===== src/rtl/dht_pkg.sv =====
package dht_pkg;

  // Hash word and djb2 constants
  localparam int unsigned HASH_W     = 64;
  localparam int unsigned HASH_SHIFT = 5;
  localparam logic [HASH_W-1:0] HASH_START = 64'd5381;

  // Default table depths
  localparam int unsigned KNOWN_DEPTH_DEF = 256;
  localparam int unsigned ADDED_DEPTH_DEF = 256;

  // Input command codes
  localparam logic CMD_PRELOAD = 1'b0;
  localparam logic CMD_NAME    = 1'b1;

  typedef logic [HASH_W-1:0] hash_t;

endpackage


===== src/rtl/dht_added_mem.sv =====
module dht_added_mem #(
  parameter int unsigned DEPTH = dht_pkg::ADDED_DEPTH_DEF,
  parameter int unsigned AW    = (DEPTH > 1) ? $clog2(DEPTH) : 1,
  parameter int unsigned CW    = $clog2(DEPTH + 1)
) (
  input  logic           clk,
  input  logic           rst_n,
  input  logic           app_en,
  input  dht_pkg::hash_t app_data,
  output logic           full
);

  localparam logic [CW-1:0] DEPTH_C = CW'(DEPTH);

  dht_pkg::hash_t mem [DEPTH];
  logic [CW-1:0]  count_r;
  logic [CW-1:0]  count_nxt;
  logic           room;

  assign room = (count_r < DEPTH_C);
  assign full = !room;

  // Saturate the fill count at the table depth
  always_comb begin
    count_nxt = count_r;
    if (app_en && room) begin
      count_nxt = count_r + 1'b1;
    end
  end

  always_ff @(posedge clk) begin
    if (!rst_n) begin
      count_r <= '0;
    end else begin
      count_r <= count_nxt;
    end
  end

  // Store the new hash at the fill point
  always_ff @(posedge clk) begin
    if (app_en && room) begin
      mem[count_r[AW-1:0]] <= app_data;
    end
  end

endmodule


===== config.mk =====
export PLATFORM = sky130hd
export DESIGN_NAME = dht_added_mem
export DESIGN_NICKNAME = d
export VERILOG_FILES = /design/src/rtl/dht_pkg.sv /design/src/rtl/dht_added_mem.sv
export SDC_FILE = /design/constraint.sdc
export NUM_CORES = 1
export LEC_CHECK = 0
export BUFFER_PORTS_ARGS = -buffer_cell sky130_fd_sc_hd__buf_2
export CORE_UTILIZATION = 28
export DETAILED_ROUTE_END_ITERATION = 7
export GPL_TIMING_DRIVEN = 1
export PLACE_DENSITY = 0.81
export RECOVER_POWER = 25
export REMOVE_ABC_BUFFERS = 1
export SLEW_MARGIN = 10
export SYNTH_ARGS = -nofsm -noshare
export SYNTH_HDL_FRONTEND = slang
export SYNTH_SLANG_ARGS = --single-unit
export TNS_END_PERCENT = 5

===== constraint.sdc =====
create_clock -name clk -period 2.3 [get_ports clk]
set_clock_uncertainty 0.1 [all_clocks]
set_input_delay 0.345 -clock clk [delete_from_list [all_inputs] [get_ports clk]]
set_output_delay 0.345 -clock clk [all_outputs]
set_load 0.1 [all_outputs]

Word level (Yosys, flattened, before mapping)
Cells that the tools add are included.
{ "op_classes": {"addsub": 1, "mul": 0, "div": 0, "magnitude_cmp": 1, "n_eq_ne": 0, "n_shift": 0, "muxes": 0, "bitwise": 0, "reduce_logical": 2} }
{ "op_table": {"columns": ["op", "count"], "rows": [
  ["adder 9 x 1 -> 9 bit (second input constant)", 1],
  ["less-than comparator 9 bit (second input constant)", 1],
  ["logical AND 1 bit", 1],
  ["logical NOT 1 bit", 1]
]} }
{ "word_totals": {"reg_bits": 9, "latchBits": 0, "ram_bits": 0, "mem_bits_ro": 0, "inputBits": 67, "output_inout_bits": 1, "wordCells": 5, "mem_count": 0} }

Logic depth before layout (Yosys ltp)
Gate-level depths: netlist (run 1).
{ "logic_depth": {"ltp_word": 2, "ltp_mapped": 4, "mapped_depth_nobuf": 4} }

Worst setup path before layout (run 1)
No wires, ideal clock.
{ "synth_path": {"path_kind": "reg-to-reg", "from": "reg count_r[8]", "to": "reg count_r[6]", "setup_time_ps": 70, "t_arrival_ps": 1607, "slack_ps": 524, "stages_incl_launch_ff": 4, "cell_sequence": "dfxtp_1 -> nand4b_4 -> or4_1 -> a21oi_1"} }
{ "synth_via": {"elab_chain_len": 2} }
{ "synth_lines": {"columns": ["element", "line_no", "text"], "rows": [
  ["start, declared", "dht_added_mem.sv:16", "logic [CW-1:0] count_r;"],
  ["start signal, assigned", "dht_added_mem.sv:35", "count_r <= count_nxt;"],
  ["less-than comparator 9 bit", "dht_added_mem.sv:20", "assign room = (count_r < DEPTH_C);"],
  ["logical AND 1 bit", null, null]
]} }
No other way between the ends.
A chain may end at the register's enable or synchronous reset.

Final worst setup path (run 1)
{ "layout_path": {"from": "reg count_r[8]", "to": "out full"} }
{ "layout_via": {"elab_chain_len": 2} }
{ "layout_lines": {"columns": ["element", "line_no", "text"], "rows": [
  ["less-than comparator 9 bit", "dht_added_mem.sv:20", null],
  ["logical NOT 1 bit", "dht_added_mem.sv:21", "assign full = !room;"],
  ["end, declared", "dht_added_mem.sv:10", "output logic full"]
]} }
No other way between the ends.

==> reports/summary.txt, run 1 <==
Maximum clock path buffer count -> 2
Combinational share of power -> 0.056
Switching Fraction -> 0.226
Synth Area in Adders -> 0.0305
IO Count -> 68
Count of state elements after synthesis -> 9
Crit start category -> flip-flop
Placed Instances -> 62
Port Buf Inserts -> 3
DR DRC count -> 0
Status -> complete, no violations
Final Non-Filler Cells -> 66
Critical-path cell with the highest stage delay -> buf_2
Largest net degree at the start of global routing -> 10
Max-cap violation count -> 0
Total CTS buffers -> 3
Vias in the first global route -> 248
Synth-to-layout area growth -> 14.6%
Nets -> 120
Post-synth top area cell -> dfxtp_1
CP top delay family -> buffers and inverters
RSZ-0062 raised after global routing -> no
Post-route setup TNS -> 0 ns
CP Cell Sequence -> buf_2
Die Ht -> 40.3 um
Compound-Gate Fraction of Synth Area -> 0.159
Pwr dens -> 642 nW/um2
Req. time, crit path -> 1.86 ns
Final core occ -> 0.353
Num rows -> 13
Placeable core area -> 1330 um2
Largest Register -> count_r
DR WL/cell -> 10.5 um
WP buf/inv -> 1
Starting DRT DRC Count -> 10
Placer Congestion -> 0.676
Asr flop ratio synth -> 0
Kind of critical path -> reg -> out
Grt ovf -> 0
Worst Path Max Fanout -> 6
Max stage delay on crit path -> 0.46 ns
Starting Density -> 0.308
Unique masters post-synth -> 19
Top Registers -> count_r (9)
Period utilisation layout -> 0.681
Synth warn -> 0
VDD IR max -> 223 uV
Multiplexer share of the synthesized area -> 0.0244
Post-CTS Resized -> 0
Worst EP arrival -> 1.12 ns
Hold Path Class -> in -> reg
Sequential Power Share -> 0.540
Post-Synth XOR/XNOR Area -> 0.0427
# hold bufs at CTS -> 0
Slew margin rel. -> 0.680
CP Depth -> 1
Clk pin slew, worst setup/hold paths -> 0.06 ns
Die Wd -> 40.3 um
Layout cells sized above 1 -> 0.137
Ant diodes -> 0
R2r worst-path depth -> 4
Antenna viol nets, final -> 0
Endpoint type of the worst setup path -> primary output
Max reg flops -> 9
Switching pwr -> 0.0000682 W
P_leak -> 0.173 nW
Fin. Hold Viols -> 0
Setup violators final -> 0
First-pass GRT wire length -> 952 um
Largest family of logic cells by synthesized area -> simple AND/OR/NAND/NOR gates
Clk root buf -> clkbuf_4
Sink Count -> 9
Syn Inst Count -> 44
Die area -> 1620 um2
TritonRoute pass-1 iters -> 3
Average size of a mapped cell -> 9.33 um2
Synth top area cells -> dfxtp_1 44%, a21oi_1 6.1%, nand4b_4 5.8%
Share of the synthesized area in the top cell type -> 0.439
Dominant synthesized flop cell -> dfxtp_1
Tmin final -> 1.57 ns
Final WL -> 694 um
Least-Margin Pin Slew -> 0.483 ns
CTS tree -> done
Register area share after synthesis -> 0.439
H-tree lvl count -> 1
Post-DP HPWL -> 487 um
HP Start -> rst_n
Total setup buffers inserted after CTS -> 0
Hold Path Cell Cnt -> 2
Clk Latency, worst-skew pair -> 0.26 ns
Vias/cell -> 5.03
Crit. Startpoint -> count_r[8]
Fmax -> 638 MHz
Clock network power share -> 0.404
Initial antenna violation count -> 0
Post-synth EDFFs -> 0
Post-Synthesis Cell Area -> 410 um2
FF-to-FF Start -> count_r[0]
Post-Synth Simple-Gate Area -> 0.268
Max-slew violation count -> 0
Gr usage total -> 0.0920
Internal Pwr Total -> 0.000234 W
Vias -> 332
[cells in the mapped netlist, drive strengths merged (2+ instances only)]
library cell  number
o31ai              3
a21oi              5
nand3b             2
nand2              2
or4                3
or3                2
dfxtp              9
nor2               3
o21ai              2
inv                4
[power groups by stage]
| stage | Clock, W | Combinational [W] | Sequential (W) |
|---|---|---|---|
| CTS | 0.000128 | 0.0000171 | 0.000163 |
| floorplan | 0 | 0.0000115 | 0.000166 |
| detailed placement | 0 | 0.0000169 | 0.000167 |
| finish | 0.000122 | 0.0000169 | 0.000163 |
| global placement | 0 | 0.0000162 | 0.000166 |
| global route | 0.000134 | 0.0000193 | 0.000163 |
[layout by cell type (no fill, tap or decap), types with 3 or more instances in the layout]
| master | n |
|---|---|
| buf_2 | 3 |
| nor2_1 | 3 |
| dfxtp_1 | 9 |
| o31ai_1 | 3 |
| inv_1 | 4 |
| a21oi_1 | 5 |
| clkbuf_4 | 3 |
| or4_1 | 3 |
[cell type report]
type | count | area [um2]
tap | 15 | 18.8
multi-input combinational | 31 | 215
sequential | 9 | 180
timing repair buffer | 3 | 15.0
fill | 140 | 863
inverter | 4 | 15.0
clock buffer | 4 | 26.3
[per-layer routing]
metal | GRT usage | routed length [um] | up-vias
li1 | - | - | 175
met1 | 0.117 | 333 | 146
met2 | 0.117 | 304 | 9
met3 | 0.0389 | 44 | 2
met4 | 0.0750 | 12 | 0
met5 | 0 | 0 | -
[worst paths after layout]
check | slack (ns) | to
setup reg to reg | 0.85 | count_r[6]
hold reg to reg | 0.38 | count_r[6]
hold / removal | 0.20 | count_r[8]
setup / recovery | 0.73 | full
[metrics by stage]
step | hold slack (ns) | area (um2) | power (W) | setup WS [ns]
2_1_floorplan | 0.352 | 410 | 0.000177 | 0.524
3_3_place_gp | 0.361 | 444 | 0.000182 | 0.857
3_5_place_dp | 0.374 | 444 | 0.000184 | 0.841
4_1_cts | 0.189 | 470 | 0.000308 | 0.725
5_1_grt | 0.202 | 470 | 0.000317 | 0.690
6_report | 0.197 | 470 | 0.000302 | 0.733
[worst reg2reg max path, cell delays in order (launching register included)]
cell	delay, ns
dfxtp_1	0.36
ha_1	0.18
inv_1	0.09
or4_1	0.51
a21oi_1	0.14
[logic make-up (layout without fill, tap and decap cells)]
logic type                 after synthesis  after routing
AOI/OAI and AO/OA                       11             11
xor gates and xnor gates                 2              2
adders and majority gates                1              1
buffers and inverters                    4             11
DFF                                      9              9
muxes                                    1              1
and+or+nand+nor                         16             16
Note: power is estimated with default switching activity, not from simulation.
==> inputs of run 2 (changes only) <==
--- a/config.mk
+++ b/config.mk
@@ -6,10 +6,10 @@
 export NUM_CORES = 1
 export LEC_CHECK = 0
 export BUFFER_PORTS_ARGS = -buffer_cell sky130_fd_sc_hd__buf_2
-export CORE_UTILIZATION = 28
+export CORE_UTILIZATION = 26
 export DETAILED_ROUTE_END_ITERATION = 7
 export GPL_TIMING_DRIVEN = 1
-export PLACE_DENSITY = 0.81
+export PLACE_DENSITY = 0.76
 export RECOVER_POWER = 25
 export REMOVE_ABC_BUFFERS = 1
 export SLEW_MARGIN = 10
==> constraint.sdc (replaced) <==
create_clock -name clk -period 1.5 [get_ports clk]
set_clock_uncertainty 0.1 [all_clocks]
set_input_delay 0.225 -clock clk [delete_from_list [all_inputs] [get_ports clk]]
set_output_delay 0.225 -clock clk [all_outputs]
set_load 0.1 [all_outputs]
==> reports/summary.txt, run 2 (synthesis results as in run 1) <==
Post-route setup TNS -> 0 ns (unchanged)
IO Count -> 68 (unchanged)
Final Non-Filler Cells -> 68 (+3.0%)
First-pass GRT wire length -> 1230 um (+29%)
Worst Path Max Fanout -> 9 (+3)
H-tree lvl count -> 1 (unchanged)
Commonest non-fill, non-tap cell in the layout -> dfxtp_1
Switching pwr -> 0.000106 W (+55%)
FILL cells -> 138 (-1.4%)
DR WL/cell -> 9.81 um (-6.7%)
Crit start category -> flip-flop
Gr usage total -> 0.0912 (-0.000720)
Sequential Power Share -> 0.538 (-0.002)
Final WL -> 667 um (-3.9%)
Pwr dens -> 952 nW/um2 (+48%)
Grt ovf -> 0 (unchanged)
Area of the multi-input gates -> 215 um2 (unchanged)
Setup violators final -> 0 (unchanged)
Placed Instances -> 64 (+3.2%)
Pre-CTS WS -> 0.105 ns (-0.736 ns)
Placeable core area -> 1380 um2 (+3.7%)
Final core occ -> 0.354 (+0.00113)
Fmax -> 725 MHz
Storage cell area -> 181 um2 (+0.69%)
Vias -> 339 (+2.1%)
Total CTS buffers -> 3 (unchanged)
Nets -> 122 (+1.7%)
Starting Density -> 0.297 (-0.0109)
Period utilisation layout -> 0.920
TritonRoute pass-1 iters -> 4 (+1)
VDD IR max -> 631 uV (+180%)
Top Registers -> count_r (9)
Slew margin rel. -> 0.801 (+0.120)
Sink Count -> 9 (unchanged)
Fin. Hold Viols -> 0 (unchanged)
Max reg flops -> 9 (unchanged)
Maximum clock path buffer count -> 2 (unchanged)
Least-Margin Pin Slew -> 0.301 ns (-0.182 ns)
RSZ-0062 raised after global routing -> no
Combinational share of power -> 0.056 (about the same)
Vias/cell -> 4.99 (-0.89%)
Largest net degree at the start of global routing -> 10 (unchanged)
Post-DP HPWL -> 491 um (+0.82%)
Die Ht -> 41.7 um (+3.6%)
P_leak -> 0.182 nW (+5.3%)
Die area -> 1740 um2 (+7.3%)
Largest Register -> count_r
Clk Latency, worst-skew pair -> 0.26 ns (about the same)
Endpoint type of the worst setup path -> flip-flop
Hold Path Class -> in -> reg
DR DRC count -> 0 (unchanged)
Die Wd -> 41.7 um (+3.6%)
Worst EP arrival -> 1.48 ns (+0.36 ns)
Status -> complete, no violations
Ant diodes -> 0 (unchanged)
Num rows -> 13 (unchanged)
Vias in the first global route -> 296 (+19%)
Max-cap violation count -> 0 (unchanged)
Total Power -> 0.000466 W (+54%)
CTS tree -> done
Placer Congestion -> 0.792 (+17%)
Setup slack after layout -> 0.120 ns (-0.613 ns)
Port Buf Inserts -> 3 (unchanged)
Antenna viol nets, final -> 0 (unchanged)
Initial antenna violation count -> 0 (unchanged)
Clk root buf -> clkbuf_4
Req. time, crit path -> 1.60 ns (-0.26 ns)
Internal Pwr Total -> 0.000360 W (+54%)
Layout cells sized above 1 -> 0.189 (+0.0514)
Most frequent cells in the layout -> 8 x dfxtp_1, 5 x a21oi_1, 4 x inv_1, 4 x clkbuf_4
Starting DRT DRC Count -> 14 (+4)
Clk pin slew, worst setup/hold paths -> 0.06 ns (about the same)
Synth-to-layout area growth -> 19.2%
Kind of critical path -> reg -> reg
Max-slew violation count -> 0 (unchanged)
Clock network power share -> 0.406 (+0.002)
Switching Fraction -> 0.227 (+0.00134)
Tmin final -> 1.38 ns
-- run 2: changes by cell type in the layout (fill, tap and decap cells not counted), sizes merged --
cell	before	now
buf	3	4
clkbuf	4	5
-- run 2: timing repair --
action | CTS | global route
gates resized for setup | 0 | 2
setup endpoints to repair | 0 | 2
hold buffers | 0 | 0
buffers inserted | 0 | 0
-- run 2: final cells by class --
| cell class | instances | area share |
|---|---|---|
| repair buffers | 5 | 0.0665 |
| inverters | 4 | 0.0307 |
| well taps | 15 | 0.0384 |
| multi-input cells | 31 | 0.440 |
| flip-flops and latches | 9 | 0.371 |
| clock buffers | 4 | 0.0537 |
-- run 2: power by group through the flow --
stage	clock network, W	logic (W)	registers, W
detailed placement	0	0.0000269	0.000255
global route	0.000205	0.0000314	0.000251
global placement	0	0.0000264	0.000255
floorplan	0	0.0000176	0.000254
CTS	0.000193	0.0000270	0.000250
finish	0.000189	0.0000263	0.000251
-- run 2: metal layers --
metal	up-vias	GRT usage	wire (um)
li1	179	-	-
met1	151	0.138	353
met2	7	0.103	268
met3	2	0.0174	30
met4	0	0.0774	14
met5	-	0	0
-- run 2: path summary, 6_finish.rpt --
kind	start	to	slack, ns	cells past startpoint
hold / removal	rst_n	count_r[8]	0.08	2
setup / recovery	count_r[2]	count_r[7]	0.12	3
setup reg to reg	count_r[2]	count_r[7]	0.12	3
hold reg to reg	count_r[7]	count_r[7]	0.38	2
-- run 2: metrics by stage --
stage	cell area, um2	hold slack [ns]
3_5_place_dp	459	0.348
4_1_cts	485	0.0752
3_3_place_gp	459	0.339
2_1_floorplan	410	0.243
5_1_grt	489	0.109
6_report	489	0.0802
-- run 2: worst max-delay path, stage by stage (launching register included) --
cell	delay, ns
dfxtp_1	0.41
nand4b_4	0.17
or4_1	0.49
a21oi_1	0.15
==> inputs of run 3 (changes only) <==
--- a/config.mk
+++ b/config.mk
@@ -6,10 +6,12 @@
 export NUM_CORES = 1
 export LEC_CHECK = 0
 export BUFFER_PORTS_ARGS = -buffer_cell sky130_fd_sc_hd__buf_2
-export CORE_UTILIZATION = 26
+export CELL_PAD_IN_SITES_DETAIL_PLACEMENT = 1
+export CELL_PAD_IN_SITES_GLOBAL_PLACEMENT = 1
+export CORE_UTILIZATION = 15
 export DETAILED_ROUTE_END_ITERATION = 7
 export GPL_TIMING_DRIVEN = 1
-export PLACE_DENSITY = 0.76
+export PLACE_DENSITY_LB_ADDON = 0.1
 export RECOVER_POWER = 25
 export REMOVE_ABC_BUFFERS = 1
 export SLEW_MARGIN = 10
==> reports/summary.txt, run 3 (synthesis results as in run 1) <==
Vias in the first global route -> 338 (+14%)
RSZ-0062 raised after global routing -> no
CP top delay family -> buffers and inverters
Endpoint type of the worst setup path -> primary output
Vias/cell -> 4.05 (-19%)
Clk root buf -> clkbuf_4
Clk Latency, worst-skew pair -> 0.27 ns (about the same)
Tmin final -> 1.41 ns (+0.0295 ns)
First-pass GRT wire length -> 1620 um (+32%)
Kind of critical path -> reg -> out
Starting Density -> 0.163 (-0.134)
Setup slack after layout -> 0.0906 ns (-0.0295 ns)
Slew margin rel. -> 0.797 (-0.00358)
Num rows -> 18 (+5)
Placer Congestion -> 0.596 (-25%)
Grt ovf -> 0 (unchanged)
# hold bufs at CTS -> 0 (unchanged)
Period utilisation layout -> 0.940 (+0.0197)
Synth-to-layout area growth -> 28.4%
Ant diodes -> 0 (unchanged)
Fmax -> 710 MHz (-2.1%)
Reg2reg setup slack -> 0.11 ns (about the same)
Fin. Hold Viols -> 0 (unchanged)
Die Ht -> 54.3 um (+30%)
FILL cells -> 307 (+120%)
Worst EP arrival -> 1.08 ns (-0.40 ns)
VDD IR max -> 418 uV (-34%)
DR DRC count -> 0 (unchanged)
Sink Count -> 9 (unchanged)
Critical-path cell with the highest stage delay -> dfxtp_1
IO Count -> 68 (unchanged)
Max reg flops -> 9 (unchanged)
CP Cell Sequence -> clkbuf_1 -> buf_12
Crit start category -> flip-flop
Least-Margin Pin Slew -> 0.304 ns (+0.00337 ns)
Post-DP HPWL -> 683 um (+39%)
Pwr dens -> 908 nW/um2 (-4.6%)
Total CTS buffers -> 3 (unchanged)
Fin area -> 527 um2 (+7.7%)
Hold Path Class -> in -> reg
Clk pin slew, worst setup/hold paths -> 0.07 ns (about the same)
Die area -> 2950 um2 (+69%)
P_leak -> 0.184 nW (+1.0%)
H-tree lvl count -> 1 (unchanged)
Largest net degree at the start of global routing -> 10 (unchanged)
Most frequent cells in the layout -> 8 x dfxtp_1, 5 x a21oi_1, 4 x inv_1
Pre-CTS WS -> 0.0870 ns (-0.0182 ns)
Top Registers -> count_r (9)
Die Wd -> 54.3 um (+30%)
Gr usage total -> 0.0844 (-0.00685)
DR WL/cell -> 11.4 um (+17%)
CTS tree -> done
Storage cell area -> 181 um2 (unchanged)
Setup violators final -> 0 (unchanged)
Placeable core area -> 2520 um2 (+82%)
Largest Register -> count_r
Layout cells sized above 1 -> 0.204 (+0.0150)
Area of the multi-input gates -> 218 um2 (+1.2%)
Port Buf Inserts -> 3 (unchanged)
Max-cap violation count -> 0 (unchanged)
Final WL -> 960 um (+44%)
Vias -> 340 (+0.29%)
Req. time, crit path -> 1.17 ns (-0.43 ns)
Area of placed instances -> 500 um2 (+9.0%)
Commonest non-fill, non-tap cell in the layout -> dfxtp_1
Antenna viol nets, final -> 0 (unchanged)
Maximum clock path buffer count -> 2 (unchanged)
Nets -> 123 (+0.82%)
WP buf/inv -> 2 (+2)
Worst Path Max Fanout -> 5 (-4)
Status -> complete, no violations
Max stage delay on crit path -> 0.34 ns (-0.15 ns)
TritonRoute pass-1 iters -> 2 (-2)
Initial antenna violation count -> 0 (unchanged)
Max-slew violation count -> 0 (unchanged)
Starting DRT DRC Count -> 3 (-11)
-- run 3: cell types whose count changed in the layout (fill, tap and decap cells not counted), sizes merged --
cell / previous run / this run
buf: 4 / 5
-- run 3: timing repair --
| action | in CTS | in global routing |
|---|---|---|
| endpoints found under the setup margin | 0 | 2 |
| resized for setup | 0 | 2 |
| buffers inserted | 0 | 0 |
-- run 3: area by class of cell --
| cell class | instances | share of cell area |
|---|---|---|
| Clock buffer | 4 | 0.0499 |
| Inverter | 4 | 0.0285 |
| Multi-Input combinational cell | 31 | 0.413 |
| Sequential cell | 9 | 0.344 |
| Tap cell | 30 | 0.0713 |
| Timing Repair Buffer | 6 | 0.0926 |
-- run 3: worst reg2reg max path, cell delays in order (launching register included) --
cell and delay, ns:
dfxtp_1 0.35, ha_2 0.19, inv_1 0.05, or4_1 0.49
a21oi_1 0.14
-- run 3: final timing paths --
kind,cells past startpoint,start,to
setup / recovery,2,count_r[8],full
hold / removal,2,rst_n,count_r[8]
setup reg to reg,4,count_r[1],count_r[6]
hold reg to reg,2,count_r[7],count_r[7]
-- run 3: power breakdown --
group          total [W]  switching (W)  internal, W  leakage [nW]
combinational  0.0000293      0.0000163    0.0000130        0.0959
sequential      0.000251     0.00000537     0.000245        0.0731
clock           0.000199      0.0000956     0.000103        0.0150
total           0.000478       0.000117     0.000361         0.184
-- run 3: per-layer routing --
metal | share of wire | vias up | track usage
met5 | 0 | - | 0
met4 | 0 | 0 | 0.0256
met3 | 0.064 | 0 | 0.0611
met2 | 0.39 | 8 | 0.106
met1 | 0.55 | 152 | 0.110
li1 | - | 180 | -
-- run 3: metrics by stage --
stage	hold slack (ns)	setup TNS, ns	utilization	power [W]	std cells
floorplan	0.243	-1.56	-	0.000272	44
global placement	0.355	0	0.198	0.000285	80
detailed placement	0.352	0	0.198	0.000285	80
CTS	0.0703	0	0.209	0.000495	84
global route	0.0746	0	0.209	0.000516	84
finish	0.0834	0	0.209	0.000478	84
