## config.mk

```make
export PLATFORM = sky130hd
export DESIGN_NAME = dht_hash_fold
export DESIGN_NICKNAME = d
export VERILOG_FILES = /design/src/rtl/dht_pkg.sv /design/src/rtl/dht_hash_fold.sv
export SDC_FILE = /design/constraint.sdc
export NUM_CORES = 1
export LEC_CHECK = 0
export BUFFER_PORTS_ARGS = -buffer_cell sky130_fd_sc_hd__buf_2
export CAP_MARGIN = 10
export CORE_MARGIN = 2
export CORE_UTILIZATION = 59
export CTS_BUF_LIST = sky130_fd_sc_hd__clkbuf_8 sky130_fd_sc_hd__clkbuf_16
export DETAILED_ROUTE_END_ITERATION = 16
export MAX_ROUTING_LAYER = met4
export PLACE_DENSITY = 0.91
export SETUP_SLACK_MARGIN = 0.1
export SLEW_MARGIN = 20
export SYNTH_ARGS = -nofsm -noshare
export SYNTH_HDL_FRONTEND = slang
export SYNTH_SLANG_ARGS = --single-unit
```

## constraint.sdc

```tcl
create_clock -name clk -period 13.9 [get_ports clk]
set_input_delay 2.78 -clock clk [delete_from_list [all_inputs] [get_ports clk]]
set_output_delay 2.78 -clock clk [all_outputs]
set_load 0.02 [all_outputs]
```

## src/rtl/dht_pkg.sv

```systemverilog
package dht_pkg;

  // Hash word and djb2 constants
  localparam int unsigned HASH_W     = 64;
  localparam int unsigned HASH_SHIFT = 5;
  localparam logic [HASH_W-1:0] HASH_START = 64'd5381;

  // Default table depths
  localparam int unsigned KNOWN_DEPTH_DEF = 256;
  localparam int unsigned ADDED_DEPTH_DEF = 256;

  // Input command codes
  localparam logic CMD_PRELOAD = 1'b0;
  localparam logic CMD_NAME    = 1'b1;

  typedef logic [HASH_W-1:0] hash_t;

endpackage

```

## src/rtl/dht_hash_fold.sv

```systemverilog
module dht_hash_fold (
  input  logic          clk,
  input  logic          rst_n,
  input  logic          fold_en,
  input  logic          name_end,
  input  logic [7:0]    name_byte,
  output dht_pkg::hash_t fold_hash
);

  dht_pkg::hash_t hash_r;
  dht_pkg::hash_t hash_nxt;
  dht_pkg::hash_t byte_ext;

  // Fold one sign-extended byte: hash * 33 + byte
  always_comb begin
    byte_ext  = {{(dht_pkg::HASH_W-8){name_byte[7]}}, name_byte};
    fold_hash = (hash_r << dht_pkg::HASH_SHIFT) + hash_r + byte_ext;
  end

  // Advance on a name beat, restart after the last byte
  always_comb begin
    hash_nxt = hash_r;
    if (fold_en) begin
      hash_nxt = name_end ? dht_pkg::HASH_START : fold_hash;
    end
  end

  always_ff @(posedge clk) begin
    if (!rst_n) begin
      hash_r <= dht_pkg::HASH_START;
    end else begin
      hash_r <= hash_nxt;
    end
  end

endmodule

```

== Word-level counts from Yosys, hierarchy flattened ==
Cells that the tools add are included.

* Add/sub/neg operators: 2
* Multiplexer cells: 1

{| class="wikitable"
|+ Operators with widths
! kind !! count
|-
| $add 64x64->64 || 2
|-
| $mux 64 || 1
|}

* Bits in registers: 64
* Input bits: 12
* Output and inout bits: 64
* Word-level logic and storage cells: 4

== Longest topological paths before layout ==
Gate-level depths: netlist (run 1).

* Depth in word-level cells: 3
* Depth in mapped cells: 15
* Gate-level depth less buffers: 15

== Worst setup path before layout (run 1) ==
No wires, ideal clock.

* Path type: input-to-output
* From: input port name_byte[5]
* To: output port fold_hash[37]
* Arrival time: 6.093 ns
* Required time: 11.120 ns
* Slack: 5.027 ns
* Stages: 14
* Path buffers: 0
* Path through: inv_1 fa_1 inv_1 ha_1 a21oi_1 o21ai_1 a211o_1 a221o_1 a311o_1 a211oi_2 o221ai_2 a21oi_4 o31ai_1 xor2_1

* Word-level cells in the longest chain between the ends: 1

{| class="wikitable"
|+ RTL lines
! item !! RTL line !! source
|-
| from (decl) || dht_hash_fold.sv:6 || <nowiki>input logic [7:0] name_byte,</nowiki>
|-
| $add 64x64->64 || dht_hash_fold.sv:17 || <nowiki>fold_hash = (hash_r << dht_pkg::HASH_SHIFT) + hash_r + byte_ext;</nowiki>
|-
| to (decl) || dht_hash_fold.sv:7 || <nowiki>output dht_pkg::hash_t fold_hash</nowiki>
|}

Every way passes these cells.

== Final worst setup path (run 1) ==
* From: input port name_byte[7]
* To: output port fold_hash[63]

The elaborated chain is that of the path after synthesis.

==> metrics.cfg, run 1 <==
[critical_path]
endpoint_kind=output pin
critical_path_class=in -> out
cp.arrival_ns=7.60
rrSetupSlack_ns=9.61
endpoint=fold_hash[63]
startpoint_type=input port
worstReg2RegStart=hash_r[5]$_SDFFE_PN0P_
startpoint=name_byte[7]
worst-path-max-fanout=32
cp.required_ns=11.12
reg2reg_depth=15
r2r-end=hash_r[41]$_SDFFE_PN0P_

[yosys]
synth_area_leader_cell=dfxtp_1
synth_cell_types=58
synth_top_area_share_pct=18.17
ys_ff_latch=64
yosysWarnings=0
synth-async-reset-ratio_pct=0
synth_edf_count=0
syn_inst=814
synth_nets=952
syn_area_mm2=0.007052
yosys-top-cells-area=dfxtp_1, fa_1, ha_1, a21oi_1, nor2b_1
yosysSeqAreaShare_pct=18.17
synth-main-ff-cell=dfxtp_1
postSynthAreaPerCell_um2=8.663

[grt]
grt_max_degree=33
groute.usage.overall_pct=31.95
grt_pass1_wl_um=31910
first_global_vias=6493
grt-ovfl-total=0
antenna_found_initial=0

[sta]
rsz0062_at_grt=false
hold_viol_final=0
layout_min_cycle_time_ns=10.38
fin_setup_tns_ns=0
final_max_slew_viol_count=0
fmax_mhz=96.31
setup_viol=0
finalClockSkew_ns=0.005495
max_slew_margin_pct=52.40
worst-slew-pin-transition_ns=0.7140
period_share_pct=74.70

[detailed_routing]
dr_total_vias=6567
topRoutingLayerUsed=met4
dr_wl_met2_um=9098
dr.pass1.iters=5
wl_um=19250
drt_iter0_markers=493
wirelength_met1_um=8017
drtAntennaViolNets=0
via_per_inst=6.483
drc_errors=0
wl_met3_um=1485
drt-wirelength-per-cell_um=19.00

[floorplanning]
io_pins=76
die_w_um=113.3
rows=39
coreArea_mm2=0.01156
die_h_um=113.3
initial_core_util_pct=60.98
die_area_mm2=0.01284

[finish]
top_regs=hash_r: 64 flops
fillerInstances=951
multiInputGateArea_mm2=0.005552
antennaDiodeCount=0
fin_nets=1004
seq_area_mm2=0.001281
largest_reg_flops=64
design_area_mm2=0.007782
finish.utilization_pct=67.29
areaGrowthSynthToFinish_pct=10.36
drive_gt1_share_pct=11.61
largest_register=hash_r

[outcome]
status=finished, final reports clean

[cts]
cts_setup_buffers=0
cts_resized=0
cts_tree=done
clockBufferDepth=2
clkLatencyLatePin_ns=0.35
hold_buffers=0
numCtsBuffers=9
cts.sinks=64
cts-root-buf=clkbuf_16
htree_levels=3
path_clk_slew_ns=0.05

[power_and_ir_drop]
p_sw_share_pct=54.92
vdd_drop_max_v=0.0001511
seqPwrFrac_pct=14.3
p_per_area_mw_per_mm2=236.4
power.share.clock_pct=12.3
intPower_mw=0.8293
p_leak_nw=3.640
p_sw_mw=1.010
comb_power_share_pct=73.4
p_total_mw=1.840

[placement]
io_buffers=75
place_congestion=1.044
dpl.hpwl_um=14970
post_dp_cell_area_mm2=0.007495

[min_path]
hold_class=reg -> reg
worstHoldStart=hash_r[61]$_SDFFE_PN0P_

[job]
maxCapViolations=0

## layer usage
metal  up-vias  global-route usage, %
li1       3053                      -
met1      3112                  39.87
met2       326                  51.46
met3        76                  6.106
met4         0                  12.52
met5         -                      -
## cell type report
type,instances,share of cell area (%)
Sequential cell,64,16.46
Clock buffer,10,3.071
Timing Repair Buffer,79,5.241
Inverter,20,0.9646
Tap cell,143,2.299
Clock inverter,5,0.6270
Multi-Input combinational cell,692,71.33
## through the flow
stage          std cells  worst slack (ns)  hold slack [ns]
2_1_floorplan        814             5.027           0.4708
3_3_place_gp         998             3.719           0.4872
3_5_place_dp         998             3.582           0.4922
4_1_cts             1013             3.548           0.5041
5_1_grt             1013             3.108           0.5235
6_report            1013             3.516           0.5055
## kinds of logic (layout without fill, tap and decap cells)
family | count (synthesis) | count (layout) | synth area share, %
flops | 64 | 64 | 18.17
xor+xnor | 63 | 63 | 7.825
compound gates | 285 | 285 | 26.58
simple gates | 218 | 218 | 15.65
fa+ha+maj | 126 | 126 | 28.64
buf+inv | 58 | 114 | 3.140
## worst max-delay path: stages
cell	delay (ns)
buf_4	0.55
buf_4	0.60
fa_1	0.50
ha_1	0.44
nand4_1	0.24
or4_1	0.63
a2bb2oi_1	0.16
o211a_1	0.15
o21ai_1	0.16
o21bai_1	0.18
a21oi_1	0.26
o2111ai_1	0.20
nand3_1	0.16
nor2b_1	0.23
xor2_1	0.16
buf_2	0.18
## worst min path at each step
stage                                         end  slack, ns  cells after the start
after global routing      hash_r[61]$_SDFFE_PN0P_       0.52                      1
after CTS                 hash_r[61]$_SDFFE_PN0P_       0.50                      1
final                     hash_r[61]$_SDFFE_PN0P_       0.51                      1
after floorplan           hash_r[60]$_SDFFE_PN0P_       0.47                      1
after global placement    hash_r[62]$_SDFFE_PN0P_       0.49                      1
after detailed placement  hash_r[61]$_SDFFE_PN0P_       0.49                      1
## power by group through the flow
stage | sequential [mW] | combinational (mW) | clock, mW
global placement | 0.266 | 1.30 | 0
global route | 0.268 | 1.46 | 0.238
finish | 0.264 | 1.35 | 0.226
CTS | 0.263 | 1.33 | 0.227
detailed placement | 0.266 | 1.32 | 0
floorplan | 0.251 | 0.959 | 0
## Yosys cell counts, drive strengths merged (3+ instances only)
| library cell | n |
|---|---|
| o211ai | 3 |
| o22ai | 6 |
| o21ai | 44 |
| fa | 59 |
| a21o | 37 |
| nor3 | 8 |
| xor2 | 30 |
| o21a | 7 |
| nand4 | 20 |
| nand3 | 8 |
| nor2b | 52 |
| o31ai | 8 |
| a22o | 36 |
| a21oi | 96 |
| and3 | 5 |
| dfxtp | 64 |
| a21boi | 3 |
| nand2b | 7 |
| and2 | 6 |
| o21bai | 16 |
| buf | 3 |
| ha | 67 |
| nor2 | 42 |
| clkbuf | 35 |
| a211oi | 4 |
| a31oi | 8 |
| nand2 | 61 |
| inv | 20 |
| xnor2 | 33 |
## cell usage in the layout (no fill, tap or decap), drive strengths merged, types with 2 or more instances in the layout
| cell | n |
|---|---|
| nor2b | 52 |
| and3 | 5 |
| or4 | 2 |
| a21oi | 96 |
| nor4 | 2 |
| a311oi | 2 |
| a41oi | 2 |
| clkinv | 3 |
| fa | 59 |
| o21ai | 44 |
| a21o | 37 |
| and2 | 6 |
| o31ai | 8 |
| a221o | 2 |
| nand2 | 61 |
| xor2 | 30 |
| clkbuf | 10 |
| o22ai | 6 |
| nor3 | 8 |
| a22o | 36 |
| o21a | 7 |
| a21boi | 3 |
| buf | 79 |
| nor2 | 42 |
| nand2b | 7 |
| o21bai | 16 |
| a211oi | 4 |
| a31oi | 8 |
| ha | 67 |
| dfxtp | 64 |
| nand4 | 20 |
| xnor2 | 33 |
| nand3 | 8 |
| o211ai | 3 |
| inv | 21 |
No activity file was read; power rests on OpenSTA's default activity.
==> run 2, diff against run 1 <==
- CORE_UTILIZATION: 59 -> 55
- PLACE_DENSITY: 0.91 -> 0.89
- clock period: 13.9 -> 9.2 ns (I/O delays scaled with it)
==> run 2 against run 1 <==
  * Cell count up 3.1%
  * Critical path depth down 3
  * Flip-flop and latch count unchanged
  * Combinational power up 50%
  * Utilization down 5.1 points
  * Via count down 0.94%
==> metrics.cfg, run 2 (synthesis gave the netlist of run 1 again) <==
[cts]
cts_resized=0  ; unchanged
cts_tree=done
cts_setup_buffers=0  ; unchanged
numCtsBuffers=9  ; unchanged
clkLatencyLatePin_ns=0.35  ; about the same
htree_levels=3  ; unchanged
path_clk_slew_ns=0.05  ; about the same
cts-root-buf=clkbuf_16
hold_buffers=0  ; unchanged
clockBufferDepth=2  ; unchanged
cts.sinks=64  ; unchanged

[grt]
grt_pass1_wl_um=30970  ; -3.0%
groute.usage.overall_pct=29.71  ; -2.2 points
first_global_vias=6254  ; -3.7%
antenna_found_initial=0  ; unchanged
grt-ovfl-total=0  ; unchanged
grt_max_degree=39  ; +18%

[detailed_routing]
dr.pass1.iters=5  ; unchanged
drtAntennaViolNets=0  ; unchanged
via_per_inst=6.231  ; -3.9%
drc_errors=0  ; unchanged
wl_um=19000  ; -1.3%
drt_iter0_markers=550  ; +12%
dr_total_vias=6505  ; -0.94%
drt-wirelength-per-cell_um=18.20  ; -4.2%

[critical_path]
crit_path_cell_trace=buf_4, fa_1, ha_1, a21oi_1, o21ai_0, o21ai_0, a2111oi_0, o21ai_0, and2_1, o31ai_1, a21boi_0, xnor2_1, buf_2
slowest_delay_ns=0.71  ; +0.08 ns
cp.arrival_ns=6.30  ; -1.30 ns
critical_path_class=in -> out
worst-path-max-fanout=21  ; -34%
cp.required_ns=7.36  ; -3.76 ns
endpoint_kind=output pin
cp_slowest_cell=a2111oi_0
crit_path_frequent_cell=o21ai_0
startpoint_type=input port

[sta]
rsz0062_at_grt=false
hold_viol_final=0  ; unchanged
setup_viol=0  ; unchanged
fmax_mhz=122.9
layout_min_cycle_time_ns=8.138
finalClockSkew_ns=0.01140  ; +0.005902 ns
period_share_pct=88.46
max_slew_margin_pct=48.87  ; -3.5 points
finalWorstSetupSlack_ns=1.062  ; -2.454 ns
fin_setup_tns_ns=0  ; unchanged
worst-slew-pin-transition_ns=0.7476  ; +0.03359 ns
final_max_slew_viol_count=0  ; unchanged

[finish]
areaGrowthSynthToFinish_pct=10.79
design_area_mm2=0.007812  ; +0.39%
finish.utilization_pct=62.16  ; -5.1 points
fillerInstances=1090  ; +15%
drive_gt1_share_pct=11.93  ; +0.32 points
layout_common_cells=a21oi_1, buf_2, ha_1
final_common_cell=a21oi_1
largest_register=hash_r
fin_nets=1005  ; +0.10%
top_regs=hash_r: 64 flops
largest_reg_flops=64  ; unchanged
antennaDiodeCount=0  ; unchanged

[power_and_ir_drop]
p_total_mw=2.745  ; +49%
p_leak_nw=3.630  ; -0.29%
vdd_drop_max_v=0.0001969  ; +30%
p_per_area_mw_per_mm2=351.3  ; +49%

[floorplanning]
rows=41  ; +5.1%
die_h_um=117.2  ; +3.4%
die_area_mm2=0.01374  ; +7.0%
io_pins=76  ; unchanged
coreArea_mm2=0.01257  ; +8.7%
initial_core_util_pct=56.11  ; -4.9 points
die_w_um=117.2  ; +3.4%

[min_path]
hold_class=reg -> reg

[placement]
post_dp_cell_area_mm2=0.007538  ; +0.58%
io_buffers=75  ; unchanged
dpl.hpwl_um=14950  ; -0.14%
pre_cts_slack_ns=1.127  ; -2.455 ns
place_congestion=0.9823  ; -5.9%

[job]
maxCapViolations=0  ; unchanged

[outcome]
status=finished, final reports clean

==> run 2: changes by cell type in the layout (fill, tap and decap cells not counted) <==
cell        delta
bufinv_16      -1
inv_1          -1
clkinv_2       +1
clkinvlp_4     +2
buf_4          +1
==> run 2: final timing paths <==
path / startpoint / to / slack (ns) / depth (start not counted)
setup / recovery: name_byte[7] / fold_hash[44] / 1.06 / 13
hold / removal: hash_r[61]$_SDFFE_PN0P_ / hash_r[61]$_SDFFE_PN0P_ / 0.52 / 1
setup reg to reg: hash_r[7]$_SDFFE_PN0P_ / hash_r[44]$_SDFFE_PN0P_ / 4.72 / 12
hold reg to reg: hash_r[61]$_SDFFE_PN0P_ / hash_r[61]$_SDFFE_PN0P_ / 0.52 / 1
==> run 2: power by group <==
group	total, mW	switching, mW	internal [mW]
clock network	0.321	0.134	0.187
logic	2.02	1.31	0.712
registers	0.400	0.0726	0.327
total	2.74	1.52	1.23
==> run 2: stage by stage <==
step                instances  hold WS [ns]
global placement         1028        0.4887
global route             1044        0.5474
detailed placement       1028        0.5028
floorplan                 814        0.4708
finish                   1044        0.5174
CTS                      1044        0.5148
==> run 2: per-layer routing <==
metal	up-vias	GRT usage [%]	share of wire, %
li1	3057	-	-
met1	3123	37.86	43
met2	268	47.09	47
met3	57	5.407	7.0
met4	0	11.45	2.8
met5	-	-	0
==> run 2: layout make-up <==
| cell class | count | area, um^2 | share of cell area, % |
|---|---|---|---|
| Clock inverter | 6 | 35.03 | 0.4484 |
| Inverter | 20 | 75.07 | 0.9609 |
| Sequential cell | 64 | 1281 | 16.40 |
| Multi-Input combinational cell | 692 | 5552 | 71.06 |
| Clock buffer | 10 | 239.0 | 3.059 |
| Timing Repair Buffer | 80 | 415.4 | 5.317 |
| Tap cell | 172 | 215.2 | 2.755 |
==> run 2: critical path: cells and delay by family <==
family	cells	cell delay [ns]
AND/OR/NAND/NOR	1	0.21
XOR/XNOR	1	0.27
buffers and inverters	2	0.59
adder cells (fa/ha/maj)	2	0.90
AO/OA/AOI/OAI	7	2.47
==> run 3, diff against run 2 <==
==> constraint.sdc (replaced) <==
create_clock -name clk -period 9.2 [get_ports clk]
set_input_delay 1.84 -clock clk [delete_from_list [all_inputs] [get_ports clk]]
set_output_delay 1.84 -clock clk [all_outputs]
set_load 0.05 [all_outputs]
==> run 3 against run 2 <==
  * Fmax down 1.3%
  * Non-clock buffer count unchanged
  * Clock skew down 0.0070 ns
  * Critical endpoint unchanged
  * Flip-flop and latch count unchanged
  * First-iteration DRC count up 4.2%
  * Sequential share of layout area down 0.10 points
  * Worst hold slack worse by 0.0025 ns
  * Die area unchanged
  * Worst setup slack worse by 0.10 ns
  * Critical path type unchanged
==> metrics.cfg, run 3 (synthesis gave the netlist of run 1 again) <==
[outcome]
status=finished, final reports clean

[finish]
finish.utilization_pct=62.55  ; +0.39 points
multiInputGateArea_mm2=0.005552  ; unchanged
antennaDiodeCount=0  ; unchanged
drive_gt1_share_pct=11.81  ; -0.11 points
layout_common_cells=a21oi_1, buf_2, ha_1
top_regs=hash_r: 64 flops
fillerInstances=1081  ; -0.83%
areaGrowthSynthToFinish_pct=11.48
final_common_cell=a21oi_1
layoutNonFillerInstCount=1044  ; unchanged
seq_area_mm2=0.001281  ; unchanged
largest_register=hash_r
largest_reg_flops=64  ; unchanged
fin_nets=1005  ; unchanged

[cts]
cts.sinks=64  ; unchanged
path_clk_slew_ns=0.06  ; about the same
cts_setup_buffers=0  ; unchanged
htree_levels=3  ; unchanged
clkLatencyLatePin_ns=0.34  ; about the same
hold_buffers=0  ; unchanged
numCtsBuffers=9  ; unchanged
cts_resized=0  ; unchanged
cts-root-buf=clkbuf_16
cts_tree=done
clockBufferDepth=2  ; unchanged

[floorplanning]
initial_core_util_pct=56.11  ; unchanged
die_w_um=117.2  ; unchanged
io_pins=76  ; unchanged
die_area_mm2=0.01374  ; unchanged
die_h_um=117.2  ; unchanged
coreArea_mm2=0.01257  ; unchanged
rows=41  ; unchanged

[critical_path]
endpoint_kind=output pin
cp.arrival_ns=6.40  ; +0.10 ns
cp.required_ns=7.36  ; about the same
rrSetupSlack_ns=4.58  ; -0.14 ns
r2r-end=hash_r[56]$_SDFFE_PN0P_
critical_path_class=in -> out
reg2reg_depth=14  ; +2
endpoint=fold_hash[44]
startpoint_type=input port
startpoint=name_byte[7]
worstReg2RegStart=hash_r[5]$_SDFFE_PN0P_
worst-path-max-fanout=26  ; +24%

[grt]
gr-max-usage-layer=met2
grt_max_degree=39  ; unchanged
use_met2_pct=48.47  ; +1.4 points
groute.usage.overall_pct=30.01  ; +0.29 points
grt-ovfl-total=0  ; unchanged
grt_pass1_wl_um=31290  ; +1.0%
use_met1_pct=37.35  ; -0.51 points
first_global_vias=6420  ; +2.7%
antenna_found_initial=0  ; unchanged
grtUsageMet3_pct=5.201  ; -0.21 points

[placement]
io_buffers=75  ; unchanged
pre_cts_slack_ns=1.048  ; -0.07979 ns
dp_cells=1028  ; unchanged
dpl.hpwl_um=15130  ; +1.2%
place_congestion=0.9849  ; +0.26%

[sta]
max_slew_margin_pct=45.72  ; -3.2 points
layout_min_cycle_time_ns=8.242  ; +0.1044 ns
worst-slew-pin-transition_ns=0.7937  ; +0.04615 ns
final_max_slew_viol_count=0  ; unchanged
period_share_pct=89.59  ; +1.1 points
setup_viol=0  ; unchanged
rsz0062_at_grt=false
fmax_mhz=121.3  ; -1.3%
finalWorstSetupSlack_ns=0.9577  ; -0.1044 ns
fin_setup_tns_ns=0  ; unchanged
finalClockSkew_ns=0.004357  ; -0.007040 ns
hold_viol_final=0  ; unchanged

[job]
maxCapViolations=0  ; unchanged

[min_path]
holdPathStages=1  ; unchanged
hold_class=reg -> reg

[detailed_routing]
wl_um=19230  ; +1.2%
drtAntennaViolNets=0  ; unchanged
dr_total_vias=6458  ; -0.72%
drt-wirelength-per-cell_um=18.41  ; +1.2%
via_per_inst=6.186  ; -0.72%
drt_iter0_markers=573  ; +4.2%
drc_errors=0  ; unchanged
dr.pass1.iters=6  ; +1

[run 3: metrics by stage]
step,cell area (um^2),hold WS (ns)
floorplan,7052,0.4708
global placement,7538,0.4917
detailed placement,7538,0.4923
CTS,7861,0.5172
global route,7861,0.5360
finish,7861,0.5149
[run 3: metal layers]
metal / part of all wire [%] / vias to the layer above
met3: 6.1 / 63
li1: - / 3053
met2: 47 / 265
met5: 0 / -
met4: 3.4 / 0
met1: 43 / 3077
[run 3: worst min path at each step]
stage / start / to / slack [ns]
4_1_cts: hash_r[59]$_SDFFE_PN0P_ / hash_r[59]$_SDFFE_PN0P_ / 0.52
3_3_place_gp: hash_r[62]$_SDFFE_PN0P_ / hash_r[62]$_SDFFE_PN0P_ / 0.49
6_report: hash_r[62]$_SDFFE_PN0P_ / hash_r[62]$_SDFFE_PN0P_ / 0.51
2_1_floorplan: hash_r[60]$_SDFFE_PN0P_ / hash_r[60]$_SDFFE_PN0P_ / 0.47
3_5_place_dp: hash_r[62]$_SDFFE_PN0P_ / hash_r[62]$_SDFFE_PN0P_ / 0.49
5_1_grt: hash_r[62]$_SDFFE_PN0P_ / hash_r[62]$_SDFFE_PN0P_ / 0.54
[run 3: area by class of cell]
type / instances / share of cell area, %
multi-input combinational: 692 / 70.62
sequential: 64 / 16.30
timing repair buffer: 80 / 5.284
clock buffer: 10 / 3.040
tap: 172 / 2.738
clock inverter: 6 / 1.066
inverter: 20 / 0.9550
[run 3: worst max-delay path, cell delays in order]
cell	delay (ns)
buf_4	0.21
buf_4	0.52
fa_1	0.51
ha_1	0.39
and3_1	0.21
nor2b_1	0.12
o21ai_0	0.13
a2111oi_0	0.75
o21ai_0	0.15
and2_1	0.20
o31ai_1	0.56
a21boi_0	0.24
xnor2_1	0.25
buf_2	0.30
Power of run 3 is left out: the tool's default activity adds up to more than one toggle a clock period on the data nets, which glitch-free logic cannot reach.
